$ cat src/rtl/core/dta_pkg.sv
// Shared types, constants and control structs of the descriptor triple allocator.
`timescale 1ns / 1ps
`default_nettype none

package dta_pkg;

  // Default pool size.
  localparam int DESCRIPTORS_DEF = 8;

  // Descriptors taken by one allocation.
  localparam int CHAIN_LEN = 3;
  localparam int PICK_W    = $clog2(CHAIN_LEN);

  // Fixed widths of the item fields.
  localparam int HEAD_W    = 8;
  localparam int STATUS_W  = 2;
  localparam int IDX_OUT_W = 3;
  localparam int CNT_OUT_W = 4;

  typedef enum logic [STATUS_W-1:0] {
    ST_OK      = 2'd0,
    ST_NO_ROOM = 2'd1,
    ST_RANGE   = 2'd2,
    ST_DOUBLE  = 2'd3
  } status_t;

  // Commands from the controller to the datapath.
  typedef struct packed {
    logic    start;       // latch a new item, snapshot the free map
    logic    pick;        // record the lowest free descriptor of the snapshot
    logic    commit;      // apply the allocation, write the first link
    logic    link2;       // write the second link
    logic    walk;        // free the current descriptor, read its link
    logic    load_cur;    // follow the link just read
    logic    status_we;   // overwrite the item status
    status_t status_code;
    logic    load_out;    // move the finished result into the output register
  } dp_cmd_t;

  // Status from the datapath to the controller.
  typedef struct packed {
    logic head_oob;    // head index beyond the pool
    logic found;       // the snapshot still holds a free descriptor
    logic pick_last;   // the next pick is the last of the chain
    logic cur_free;    // current descriptor is already free
    logic cur_linked;  // current descriptor links onward
    logic link_oob;    // link read back points beyond the pool
  } dp_stat_t;

endpackage

`default_nettype wire

$ cat src/rtl/core/dta_ifs.sv
// Valid/ready channel interfaces for request items and result items.
`timescale 1ns / 1ps
`default_nettype none

interface dta_in_if;
  logic                     valid;
  logic                     ready;
  logic                     action;
  logic [dta_pkg::HEAD_W-1:0] head_index;

  modport source (output valid, action, head_index, input ready);
  modport sink   (input valid, action, head_index, output ready);
endinterface

interface dta_out_if;
  logic                        valid;
  logic                        ready;
  logic [dta_pkg::STATUS_W-1:0]  status;
  logic [dta_pkg::IDX_OUT_W-1:0] first_index;
  logic [dta_pkg::IDX_OUT_W-1:0] second_index;
  logic [dta_pkg::IDX_OUT_W-1:0] third_index;
  logic [dta_pkg::CNT_OUT_W-1:0] freed_count;

  modport source (output valid, status, first_index, second_index, third_index, freed_count,
                  input ready);
  modport sink   (input valid, status, first_index, second_index, third_index, freed_count,
                  output ready);
endinterface

`default_nettype wire

$ cat src/rtl/core/descriptor_triple_allocator_unit.sv
// Top level of the descriptor triple allocator: controller, datapath and channel ports.
`timescale 1ns / 1ps
`default_nettype none

// The unit keeps a pool of DESCRIPTORS ring descriptors with a free map and a link
// table. An allocate item (action 0) takes the three lowest-numbered free
// descriptors, all or nothing, links them first to second to third and returns
// their numbers; with fewer than three free it returns no room and leaves the pool
// as it was. A free item (action 1) walks the chain from head_index and frees each
// descriptor it reaches, returning the count; a head beyond the pool is rejected,
// and reaching a descriptor that is already free stops the walk with a double-free
// status while earlier descriptors stay freed. Freeing leaves the links in place,
// so freeing a stale head usually ends in a double free. The unit handles one item
// at a time and produces exactly one result item per request item. An allocation
// makes three picks with the one shared priority encoder, then two writes through
// the single write port of the link table, and then loads the result. A free
// steps through S_WALK and S_FETCH for each descriptor that links onward, because
// every link comes out of the link table through its registered read port; the
// walk ends at the last descriptor it frees or at one that is already free, and
// the result is then loaded; a rejected head goes straight to loading the result.
// The result waits in an output register, and a new request item is accepted while
// an earlier result still waits to be taken. After reset every descriptor is free.

module descriptor_triple_allocator_unit #(
  parameter int DESCRIPTORS = dta_pkg::DESCRIPTORS_DEF
) (
  input  wire logic   clk,
  input  wire logic   rst_n,
  dta_in_if.sink      in_ch,
  dta_out_if.source   out_ch
);
  import dta_pkg::*;

  dp_cmd_t  cmd;
  dp_stat_t stat;

  // The controller owns the handshakes and the sequencing.
  dta_ctrl u_ctrl (
    .clk       (clk),
    .rst_n     (rst_n),
    .in_valid  (in_ch.valid),
    .in_action (in_ch.action),
    .in_ready  (in_ch.ready),
    .out_valid (out_ch.valid),
    .out_ready (out_ch.ready),
    .cmd       (cmd),
    .stat      (stat)
  );

  // The datapath holds the pool state and the result register.
  dta_datapath #(
    .DESCRIPTORS (DESCRIPTORS)
  ) u_datapath (
    .clk              (clk),
    .rst_n            (rst_n),
    .in_action        (in_ch.action),
    .in_head_index    (in_ch.head_index),
    .cmd              (cmd),
    .stat             (stat),
    .out_status       (out_ch.status),
    .out_first_index  (out_ch.first_index),
    .out_second_index (out_ch.second_index),
    .out_third_index  (out_ch.third_index),
    .out_freed_count  (out_ch.freed_count)
  );

endmodule

`default_nettype wire

$ cat src/rtl/core/dta_datapath.sv
// Datapath: free map, link valid bits, link table memory, walk and pick registers.
`timescale 1ns / 1ps
`default_nettype none

module dta_datapath #(
  parameter int DESCRIPTORS = dta_pkg::DESCRIPTORS_DEF
) (
  input  wire logic                          clk,
  input  wire logic                          rst_n,
  input  wire logic                          in_action,
  input  wire logic [dta_pkg::HEAD_W-1:0]    in_head_index,
  input  wire dta_pkg::dp_cmd_t              cmd,
  output dta_pkg::dp_stat_t                  stat,
  output logic [dta_pkg::STATUS_W-1:0]       out_status,
  output logic [dta_pkg::IDX_OUT_W-1:0]      out_first_index,
  output logic [dta_pkg::IDX_OUT_W-1:0]      out_second_index,
  output logic [dta_pkg::IDX_OUT_W-1:0]      out_third_index,
  output logic [dta_pkg::CNT_OUT_W-1:0]      out_freed_count
);
  import dta_pkg::*;

  localparam int IDX_W = $clog2(DESCRIPTORS);
  localparam int CNT_W = $clog2(DESCRIPTORS + 1);

  logic [DESCRIPTORS-1:0] free_map_r;
  logic [DESCRIPTORS-1:0] link_valid_r;
  logic [DESCRIPTORS-1:0] scratch_r;
  logic [IDX_W-1:0]       link_mem [DESCRIPTORS];
  logic [IDX_W-1:0]       rdata_r;

  logic [IDX_W-1:0]  cur_r;
  logic [CNT_W-1:0]  count_r;
  logic [PICK_W-1:0] pick_k_r;
  logic [IDX_W-1:0]  pick_r [CHAIN_LEN];
  logic              is_alloc_r;
  status_t           status_r;

  logic [IDX_W-1:0] enc_idx;
  logic             mem_we;
  logic [IDX_W-1:0] wr_addr;
  logic [IDX_W-1:0] wr_data;
  logic             alloc_ok;

  // Lowest set bit of the snapshot.
  always_comb begin
    enc_idx = '0;
    for (int i = DESCRIPTORS - 1; i >= 0; i--) begin
      if (scratch_r[i]) begin
        enc_idx = IDX_W'(i);
      end
    end
  end

  assign stat.head_oob   = (in_head_index >= HEAD_W'(DESCRIPTORS));
  assign stat.found      = |scratch_r;
  assign stat.pick_last  = (pick_k_r == PICK_W'(CHAIN_LEN - 1));
  assign stat.cur_free   = free_map_r[cur_r];
  assign stat.cur_linked = link_valid_r[cur_r];
  assign stat.link_oob   = ({1'b0, rdata_r} >= (IDX_W + 1)'(DESCRIPTORS));

  // Pool state.
  always_ff @(posedge clk) begin
    if (!rst_n) begin
      free_map_r   <= '1;
      link_valid_r <= '0;
    end else begin
      if (cmd.commit) begin
        free_map_r                <= scratch_r;
        link_valid_r[pick_r[0]]   <= 1'b1;
        link_valid_r[pick_r[1]]   <= 1'b1;
        link_valid_r[pick_r[2]]   <= 1'b0;
      end
      if (cmd.walk) begin
        free_map_r[cur_r] <= 1'b1;
      end
    end
  end

  // Per-item working registers.
  always_ff @(posedge clk) begin
    if (cmd.start) begin
      scratch_r  <= free_map_r;
      cur_r      <= in_head_index[IDX_W-1:0];
      count_r    <= '0;
      pick_k_r   <= '0;
      is_alloc_r <= ~in_action;
    end
    if (cmd.pick) begin
      pick_r[pick_k_r]   <= enc_idx;
      scratch_r[enc_idx] <= 1'b0;
      pick_k_r           <= pick_k_r + PICK_W'(1);
    end
    if (cmd.walk) begin
      count_r <= count_r + CNT_W'(1);
    end
    if (cmd.load_cur) begin
      cur_r <= rdata_r;
    end
    // A status written together with the start of an item wins over the default.
    if (cmd.status_we) begin
      status_r <= cmd.status_code;
    end else if (cmd.start) begin
      status_r <= ST_OK;
    end
  end

  // Link table: one write port, one registered read port addressed by the walk.
  assign mem_we  = cmd.commit | cmd.link2;
  assign wr_addr = cmd.commit ? pick_r[0] : pick_r[1];
  assign wr_data = cmd.commit ? pick_r[1] : pick_r[2];

  always_ff @(posedge clk) begin
    if (mem_we) begin
      link_mem[wr_addr] <= wr_data;
    end
    rdata_r <= link_mem[cur_r];
  end

  // Output payload register.
  assign alloc_ok = is_alloc_r && (status_r == ST_OK);

  always_ff @(posedge clk) begin
    if (cmd.load_out) begin
      out_status       <= status_r;
      out_first_index  <= alloc_ok ? IDX_OUT_W'(pick_r[0]) : '0;
      out_second_index <= alloc_ok ? IDX_OUT_W'(pick_r[1]) : '0;
      out_third_index  <= alloc_ok ? IDX_OUT_W'(pick_r[2]) : '0;
      out_freed_count  <= is_alloc_r ? '0 : CNT_OUT_W'(count_r);
    end
  end

endmodule

`default_nettype wire

$ cat src/rtl/core/dta_ctrl.sv
// Controller: sequences allocation picks, link writes and chain walks.
`timescale 1ns / 1ps
`default_nettype none

module dta_ctrl (
  input  wire logic              clk,
  input  wire logic              rst_n,
  input  wire logic              in_valid,
  input  wire logic              in_action,
  output logic                   in_ready,
  output logic                   out_valid,
  input  wire logic              out_ready,
  output dta_pkg::dp_cmd_t       cmd,
  input  wire dta_pkg::dp_stat_t stat
);
  import dta_pkg::*;

  typedef enum logic [2:0] {
    S_IDLE,
    S_PICK,
    S_COMMIT,
    S_LINK,
    S_WALK,
    S_FETCH,
    S_FINISH
  } state_t;

  state_t state_r, state_nxt;
  logic   out_valid_r, out_valid_nxt;
  logic   out_free;

  assign in_ready  = (state_r == S_IDLE);
  assign out_valid = out_valid_r;
  assign out_free  = !out_valid_r || out_ready;

  always_comb begin
    cmd           = '0;
    cmd.status_code = ST_OK;
    state_nxt     = state_r;
    out_valid_nxt = out_valid_r && !out_ready;
    unique case (state_r)
      S_IDLE: begin
        if (in_valid) begin
          cmd.start = 1'b1;
          if (!in_action) begin
            state_nxt = S_PICK;
          end else if (stat.head_oob) begin
            state_nxt = S_FINISH;
          end else begin
            state_nxt = S_WALK;
          end
        end
      end
      S_PICK: begin
        if (!stat.found) begin
          cmd.status_we   = 1'b1;
          cmd.status_code = ST_NO_ROOM;
          state_nxt       = S_FINISH;
        end else begin
          cmd.pick = 1'b1;
          if (stat.pick_last) begin
            state_nxt = S_COMMIT;
          end
        end
      end
      S_COMMIT: begin
        cmd.commit = 1'b1;
        state_nxt  = S_LINK;
      end
      S_LINK: begin
        cmd.link2 = 1'b1;
        state_nxt = S_FINISH;
      end
      S_WALK: begin
        if (stat.cur_free) begin
          cmd.status_we   = 1'b1;
          cmd.status_code = ST_DOUBLE;
          state_nxt       = S_FINISH;
        end else begin
          cmd.walk  = 1'b1;
          state_nxt = stat.cur_linked ? S_FETCH : S_FINISH;
        end
      end
      S_FETCH: begin
        if (stat.link_oob) begin
          cmd.status_we   = 1'b1;
          cmd.status_code = ST_RANGE;
          state_nxt       = S_FINISH;
        end else begin
          cmd.load_cur = 1'b1;
          state_nxt    = S_WALK;
        end
      end
      S_FINISH: begin
        if (out_free) begin
          cmd.load_out  = 1'b1;
          out_valid_nxt = 1'b1;
          state_nxt     = S_IDLE;
        end
      end
      default: begin
        state_nxt = S_IDLE;
      end
    endcase
    // A head beyond the pool is reported at once.
    if (state_r == S_IDLE && in_valid && in_action && stat.head_oob) begin
      cmd.status_we   = 1'b1;
      cmd.status_code = ST_RANGE;
    end
  end

  always_ff @(posedge clk) begin
    if (!rst_n) begin
      state_r     <= S_IDLE;
      out_valid_r <= 1'b0;
    end else begin
      state_r     <= state_nxt;
      out_valid_r <= out_valid_nxt;
    end
  end

endmodule

`default_nettype wire
$ cat src/flat_wrapper.sv
// flat-port wrapper written by rule: the top's interface ports become plain ports
module descriptor_triple_allocator_unit_flat import dta_pkg::*;
#(
  parameter int DESCRIPTORS = dta_pkg::DESCRIPTORS_DEF
)
  (clk, rst_n, in_ch_valid, in_ch_action, in_ch_head_index, in_ch_ready, out_ch_valid, out_ch_status, out_ch_first_index, out_ch_second_index, out_ch_third_index, out_ch_freed_count, out_ch_ready);
  dta_in_if in_ch_i ();
  dta_out_if out_ch_i ();
  input  wire logic clk;
  input  wire logic rst_n;
  input wire logic [$bits(in_ch_i.valid)-1:0] in_ch_valid;
  input wire logic [$bits(in_ch_i.action)-1:0] in_ch_action;
  input wire logic [$bits(in_ch_i.head_index)-1:0] in_ch_head_index;
  output wire logic [$bits(in_ch_i.ready)-1:0] in_ch_ready;
  output wire logic [$bits(out_ch_i.valid)-1:0] out_ch_valid;
  output wire logic [$bits(out_ch_i.status)-1:0] out_ch_status;
  output wire logic [$bits(out_ch_i.first_index)-1:0] out_ch_first_index;
  output wire logic [$bits(out_ch_i.second_index)-1:0] out_ch_second_index;
  output wire logic [$bits(out_ch_i.third_index)-1:0] out_ch_third_index;
  output wire logic [$bits(out_ch_i.freed_count)-1:0] out_ch_freed_count;
  input wire logic [$bits(out_ch_i.ready)-1:0] out_ch_ready;
  assign in_ch_i.valid = in_ch_valid;
  assign in_ch_i.action = in_ch_action;
  assign in_ch_i.head_index = in_ch_head_index;
  assign in_ch_ready = in_ch_i.ready;
  assign out_ch_valid = out_ch_i.valid;
  assign out_ch_status = out_ch_i.status;
  assign out_ch_first_index = out_ch_i.first_index;
  assign out_ch_second_index = out_ch_i.second_index;
  assign out_ch_third_index = out_ch_i.third_index;
  assign out_ch_freed_count = out_ch_i.freed_count;
  assign out_ch_i.ready = out_ch_ready;
  descriptor_triple_allocator_unit #(.DESCRIPTORS(DESCRIPTORS)) u_core (.clk(clk), .rst_n(rst_n), .in_ch(in_ch_i), .out_ch(out_ch_i));
endmodule
$ cat config.mk
export PLATFORM = sky130hd
export DESIGN_NAME = descriptor_triple_allocator_unit_flat
export DESIGN_NICKNAME = d
export VERILOG_FILES = /design/src/rtl/core/dta_pkg.sv /design/src/rtl/core/dta_ifs.sv /design/src/rtl/core/descriptor_triple_allocator_unit.sv /design/src/rtl/core/dta_datapath.sv /design/src/rtl/core/dta_ctrl.sv /design/src/flat_wrapper.sv
export SDC_FILE = /design/constraint.sdc
export NUM_CORES = 1
export LEC_CHECK = 0
export BUFFER_PORTS_ARGS = -buffer_cell sky130_fd_sc_hd__buf_2
export CORE_AREA = 2 2 105 107
export DETAILED_ROUTE_END_ITERATION = 7
export DIE_AREA = 0 0 107 109
export HOLD_SLACK_MARGIN = 0.03
export PLACE_DENSITY = 0.62
export SYNTH_ARGS = -nofsm -noshare
export SYNTH_HDL_FRONTEND = slang
export SYNTH_SLANG_ARGS = --single-unit
$ cat constraint.sdc
create_clock -name clk -period 1.9 [get_ports clk]
set_input_delay 0.285 -clock clk [delete_from_list [all_inputs] [get_ports clk]]
set_output_delay 0.285 -clock clk [all_outputs]
set_load 0.02 [all_outputs]
==> Flow_metrics.wiki <==
{| class="wikitable"
! Metric !! Value
|-
| Status || completed
|-
| # setup viols final || 0
|-
| Share of the synthesized netlist area taken by xor and xnor gates || 0.004276
|-
| Peak clock frequency supported by timing || 542.4 MHz
|-
| Share of power burned in registers || 0.460
|-
| Area grow syn2layout || 18.81%
|-
| Avg Inst Size Synth || around 11 um2
|-
| Yosys top cell area share || 0.4398
|-
| Hold Buf Count CTS || 0
|-
| Clock buffer count from CTS || 9
|-
| Share of cells above drive strength 1 || 0.2238
|-
| Max-slew violation count || 0
|-
| Crit path from || u_core.u_datapath.cur_r[0]$_DFFE_PP_
|-
| Critical path depth || 6
|-
| Reg2Reg Launch Point || u_core.u_datapath.cur_r[0]$_DFFE_PP_
|-
| Core ar. || 10600 um2
|-
| VDD IR max || roughly 580 uV
|-
| Multiplexer share of the synthesized area || 0.07422
|-
| Initial DRT Pass Iterations || 4
|-
| Count of routing violations after the opening detailed-route iteration || about 180
|-
| Master of the slowest instance on the critical path || sky130_fd_sc_hd__edfxtp_1
|-
| Switching share of power || 0.3342
|-
| GRT Resource Usage Total || 0.1709
|-
| WS Path Type || register to register
|-
| Vias in the first global route || around 3000
|-
| Hold Path Origin || in_ch_action
|-
| Cell area after technology mapping || 4096 um2
|-
| Power per unit of standard cell area || around 1300 nW/um2
|-
| Vias per Instance || roughly 5.3
|-
| Height of the chip || about 110 um
|-
| Leakage || roughly 1.8 nW
|-
| Fraction of the mapped netlist area in simple logic gates || 0.1695
|-
| Number of flops mapped to enable cells by yosys || 60
|-
| End of the critical path || u_core.u_ctrl.state_r[0]$_SDFFE_PN0P_
|-
| Total half-perimeter wirelength after legalization and detailed placement || slightly below 7 mm
|-
| Synthesized-area fraction occupied by adder cells || 0.01222
|-
| Destination of the worst register-to-register timing path || u_core.u_ctrl.state_r[0]$_SDFFE_PN0P_
|-
| Cell Count Post-Placement || between 500 and 600
|-
| Category of the worst setup path launch point || register
|-
| Die width || approximately 110 um
|-
| Number of synthesized register bits || 91
|-
| Setup Skew || around 0.014 ns
|-
| Portion of total power attributed to combinational logic || 0.315
|-
| Die Outline Area || 11660 um2
|-
| List of cells traversed by the critical path || mux2_4 > a222oi_1 > buf_4 > nand3_4 > o221ai_1 > and3_1
|-
| Filler Cell Count || ~1000
|-
| CTS sink cnt || between 90 and 100
|-
| Clock slew seen by the registers of the worst setup and hold paths || approximately 0.08 ns
|-
| Synthesized netlist net count || 383
|-
| Pin slew with the least headroom to its limit || around 0.72 ns
|-
| Routed WL per cell || roughly 16 um
|-
| Site row count || 38
|-
| Most common cell after layout, fill and taps aside || sky130_fd_sc_hd__edfxtp_1
|-
| Diode count || 0
|-
| Total via count in the routed design || 2995
|-
| Slowest Stage Delay on Critical Path || between 0.4 and 0.5 ns
|-
| Bufs on Longest Clock Path || 2
|-
| Data arrival time of the critical path || between 2 and 2.5 ns
|-
| Initial Utilization || 0.3864
|-
| Hold/Removal Path Class || input port to register
|-
| Cell internal power dissipation || just over 4 mW
|-
| Main combinational cell family by area after synthesis || simple AND/OR/NAND/NOR gates
|-
| Clock tree from TritonCTS || built
|-
| Critical path endpoint category || register
|-
| Gate count after technology mapping || ~370
|-
| Remaining max-slew budget at the tightest pin || 0.5174
|-
| Final standard cell utilization of the core || 0.4591
|-
| Clock latency of the later-clocked register in the worst-skew pair || 0.37 ns
|-
| Clock root cell || sky130_fd_sc_hd__clkbuf_8
|-
| Number of port buffers || 29
|-
| First-pass GRT wire length || roughly 15 mm
|-
| Time the final worst path needs with I/O delays and setup || around 1.8 ns
|-
| Post-detailed-route DRC marker count || 0
|-
| Cells on worst reg2reg path || 6
|-
| Worst setup slack for register-to-register paths || roughly 0.056 ns
|-
| Clk pwr share || 0.226
|-
| Top-Level Pins || 30
|-
| Pin count of the biggest net entering global routing || 21
|-
| Share of async-settable or async-resettable flops after synthesis || 0
|-
| Yosys warnings || 0
|-
| Overall overflow remaining after global route || 0
|-
| Gp weighted congestion || between 0.9 and 1
|-
| Leading area contributor after synthesis || sky130_fd_sc_hd__edfxtp_1
|-
| Hold violation total from the final report || 0
|-
| Flip-flop cell with the highest count after synthesis || sky130_fd_sc_hd__edfxtp_1
|-
| Critical-path maximum fanout || 7
|-
| CP Data Required Time || around 2.2 ns
|-
| Sequential cell area in the final layout || between 2000 and 2500 um2
|-
| Area taken by multi-input logic gates || 1604 um2
|-
| Count of maximum capacitance violations || 0
|-
| Initial antenna violation count || 0
|-
| Fin nets || around 440
|-
| RSZ-0062 raised after global routing || true
|-
| Part of the Yosys area used for sequential elements || 0.5913
|-
| Compound-gate portion of the synthesized area || 0.1191
|-
| Number of antenna-violating nets in the routed design || 0
|-
| Leading cell types in the layout, fill and taps excluded || sky130_fd_sc_hd__edfxtp_1, sky130_fd_sc_hd__nor2_1, sky130_fd_sc_hd__buf_4
|-
| Worst path setup slack after routing || about 0.056 ns
|-
| Total Routed Length || 9.246 mm
|-
| Buffers & Inverters on Critical Path || 1
|-
| Pre-CTS setup slack || -0.009487 ns
|-
| Count of H-tree levels built during CTS || 3
|-
| Number of distinct library cell variants in the gate-level netlist after synthesis || 53
|-
| Top area cells in the synthesized netlist || sky130_fd_sc_hd__edfxtp_1, sky130_fd_sc_hd__dfxtp_1, sky130_fd_sc_hd__nor2_1
|-
| Post-route non-filler standard cell count || roughly 570
|-
| Portion of the clock cycle consumed by the worst path in the final layout || 0.9704
|-
| Switching power total || roughly 2.1 mW
|-
| Delay-heaviest family, CP || compound AO/OA/AOI/OAI gates
|}
[layout make-up]
class,count,area share
clock buffer,11,0.02699
clock inverter,5,0.01594
inverter,14,0.01080
multi-input combinational,245,0.3296
sequential,91,0.4977
tap,140,0.03599
timing repair buffer,63,0.08303
[what timing repair did]
item                                    4_1_cts  5_1_grt
endpoints found under the setup margin        0       24
gates resized for setup                       0        9
buffers inserted                              0        0
[power by group through the flow]
stage	combinational, mW	sequential [mW]	clock (mW)
CTS	1.91	2.83	1.43
global route	2.17	2.89	1.52
floorplan	1.26	2.80	0
detailed placement	1.89	2.88	0
finish	1.95	2.85	1.40
global placement	1.87	2.87	0
[cell usage after synthesis, types with 3 or more instances]
| library cell | number |
|---|---|
| sky130_fd_sc_hd__edfxtp_1 | 60 |
| sky130_fd_sc_hd__nor2_1 | 51 |
| sky130_fd_sc_hd__nand2_1 | 32 |
| sky130_fd_sc_hd__dfxtp_1 | 31 |
| sky130_fd_sc_hd__a21oi_1 | 20 |
| sky130_fd_sc_hd__clkbuf_1 | 15 |
| sky130_fd_sc_hd__and2_1 | 13 |
| sky130_fd_sc_hd__inv_1 | 12 |
| sky130_fd_sc_hd__mux2i_1 | 12 |
| sky130_fd_sc_hd__nor2b_1 | 11 |
| sky130_fd_sc_hd__o21ai_1 | 8 |
| sky130_fd_sc_hd__nand2b_1 | 7 |
| sky130_fd_sc_hd__o21ai_0 | 6 |
| sky130_fd_sc_hd__mux2_1 | 5 |
| sky130_fd_sc_hd__nand3b_1 | 5 |
| sky130_fd_sc_hd__nor3_1 | 5 |
| sky130_fd_sc_hd__o221ai_1 | 5 |
| sky130_fd_sc_hd__a31oi_1 | 4 |
| sky130_fd_sc_hd__ha_1 | 4 |
| sky130_fd_sc_hd__mux4_2 | 4 |
| sky130_fd_sc_hd__nand3_1 | 4 |
| sky130_fd_sc_hd__nor4_1 | 4 |
| sky130_fd_sc_hd__o311ai_1 | 4 |
| sky130_fd_sc_hd__nor3b_1 | 3 |
| sky130_fd_sc_hd__o31ai_1 | 3 |
[worst register-to-register path, stage by stage, from the launching register on]
cell,delay [ns]
sky130_fd_sc_hd__edfxtp_1,0.47
sky130_fd_sc_hd__mux2_4,0.33
sky130_fd_sc_hd__a222oi_1,0.30
sky130_fd_sc_hd__buf_4,0.19
sky130_fd_sc_hd__nand3_4,0.15
sky130_fd_sc_hd__o221ai_1,0.19
sky130_fd_sc_hd__and3_1,0.17
[through the flow]
step	instance area (um2)	power (mW)	TNS (ns)	hold WS [ns]
2_1_floorplan	4106	4.060	0	0.4275
3_3_place_gp	4618	4.734	0	0.4782
3_5_place_dp	4618	4.772	-0.03791	0.4749
4_1_cts	4827	6.167	0	0.1946
5_1_grt	4867	6.576	-0.4409	0.2053
6_report	4867	6.195	0	0.2009
[sequential cells by signal, summed over array words and instances, names as in the netlist, 3 cells and up]
| register | count |
|---|---|
| u_core.u_ctrl.state_r | 3 |
| u_core.u_datapath.count_r | 4 |
| u_core.u_datapath.cur_r | 3 |
| u_core.u_datapath.free_map_r | 8 |
| u_core.u_datapath.link_mem | 24 |
| u_core.u_datapath.link_valid_r | 8 |
| u_core.u_datapath.out_first_index | 3 |
| u_core.u_datapath.out_freed_count | 4 |
| u_core.u_datapath.out_second_index | 3 |
| u_core.u_datapath.out_third_index | 3 |
| u_core.u_datapath.pick_r | 9 |
| u_core.u_datapath.rdata_r | 3 |
| u_core.u_datapath.scratch_r | 8 |
[layer usage]
metal | vias up | track usage | wire, um
met3 | 14 | 0.03288 | 345
met2 | 72 | 0.2702 | 4367
met1 | 1452 | 0.2287 | 4339
met4 | 0 | 0.07699 | 194
met5 | - | 0 | 0
li1 | 1457 | - | -
[logic make-up after synthesis]
kind of cell / Yosys count
XOR/XNOR: 2
AO/OA/AOI/OAI: 72
multiplexers: 24
AND/OR/NAND/NOR: 143
flip-flops: 91
buffers and inverters: 30
adder cells (fa/ha/maj): 4
[how the worst min path moves through the flow]
stage	to	slack, ns	cells after the start
after floorplan	u_core.u_datapath.out_status[1]$_DFFE_PP_	0.43	0
after global placement	u_core.u_datapath.out_status[0]$_DFFE_PP_	0.48	0
after detailed placement	u_core.u_datapath.out_status[1]$_DFFE_PP_	0.47	0
after CTS	u_core.u_datapath.is_alloc_r$_DFFE_PN_	0.19	2
after global routing	u_core.u_datapath.is_alloc_r$_DFFE_PN_	0.21	2
final	u_core.u_datapath.is_alloc_r$_DFFE_PN_	0.20	2
Note: power is estimated with default switching activity, not from simulation.
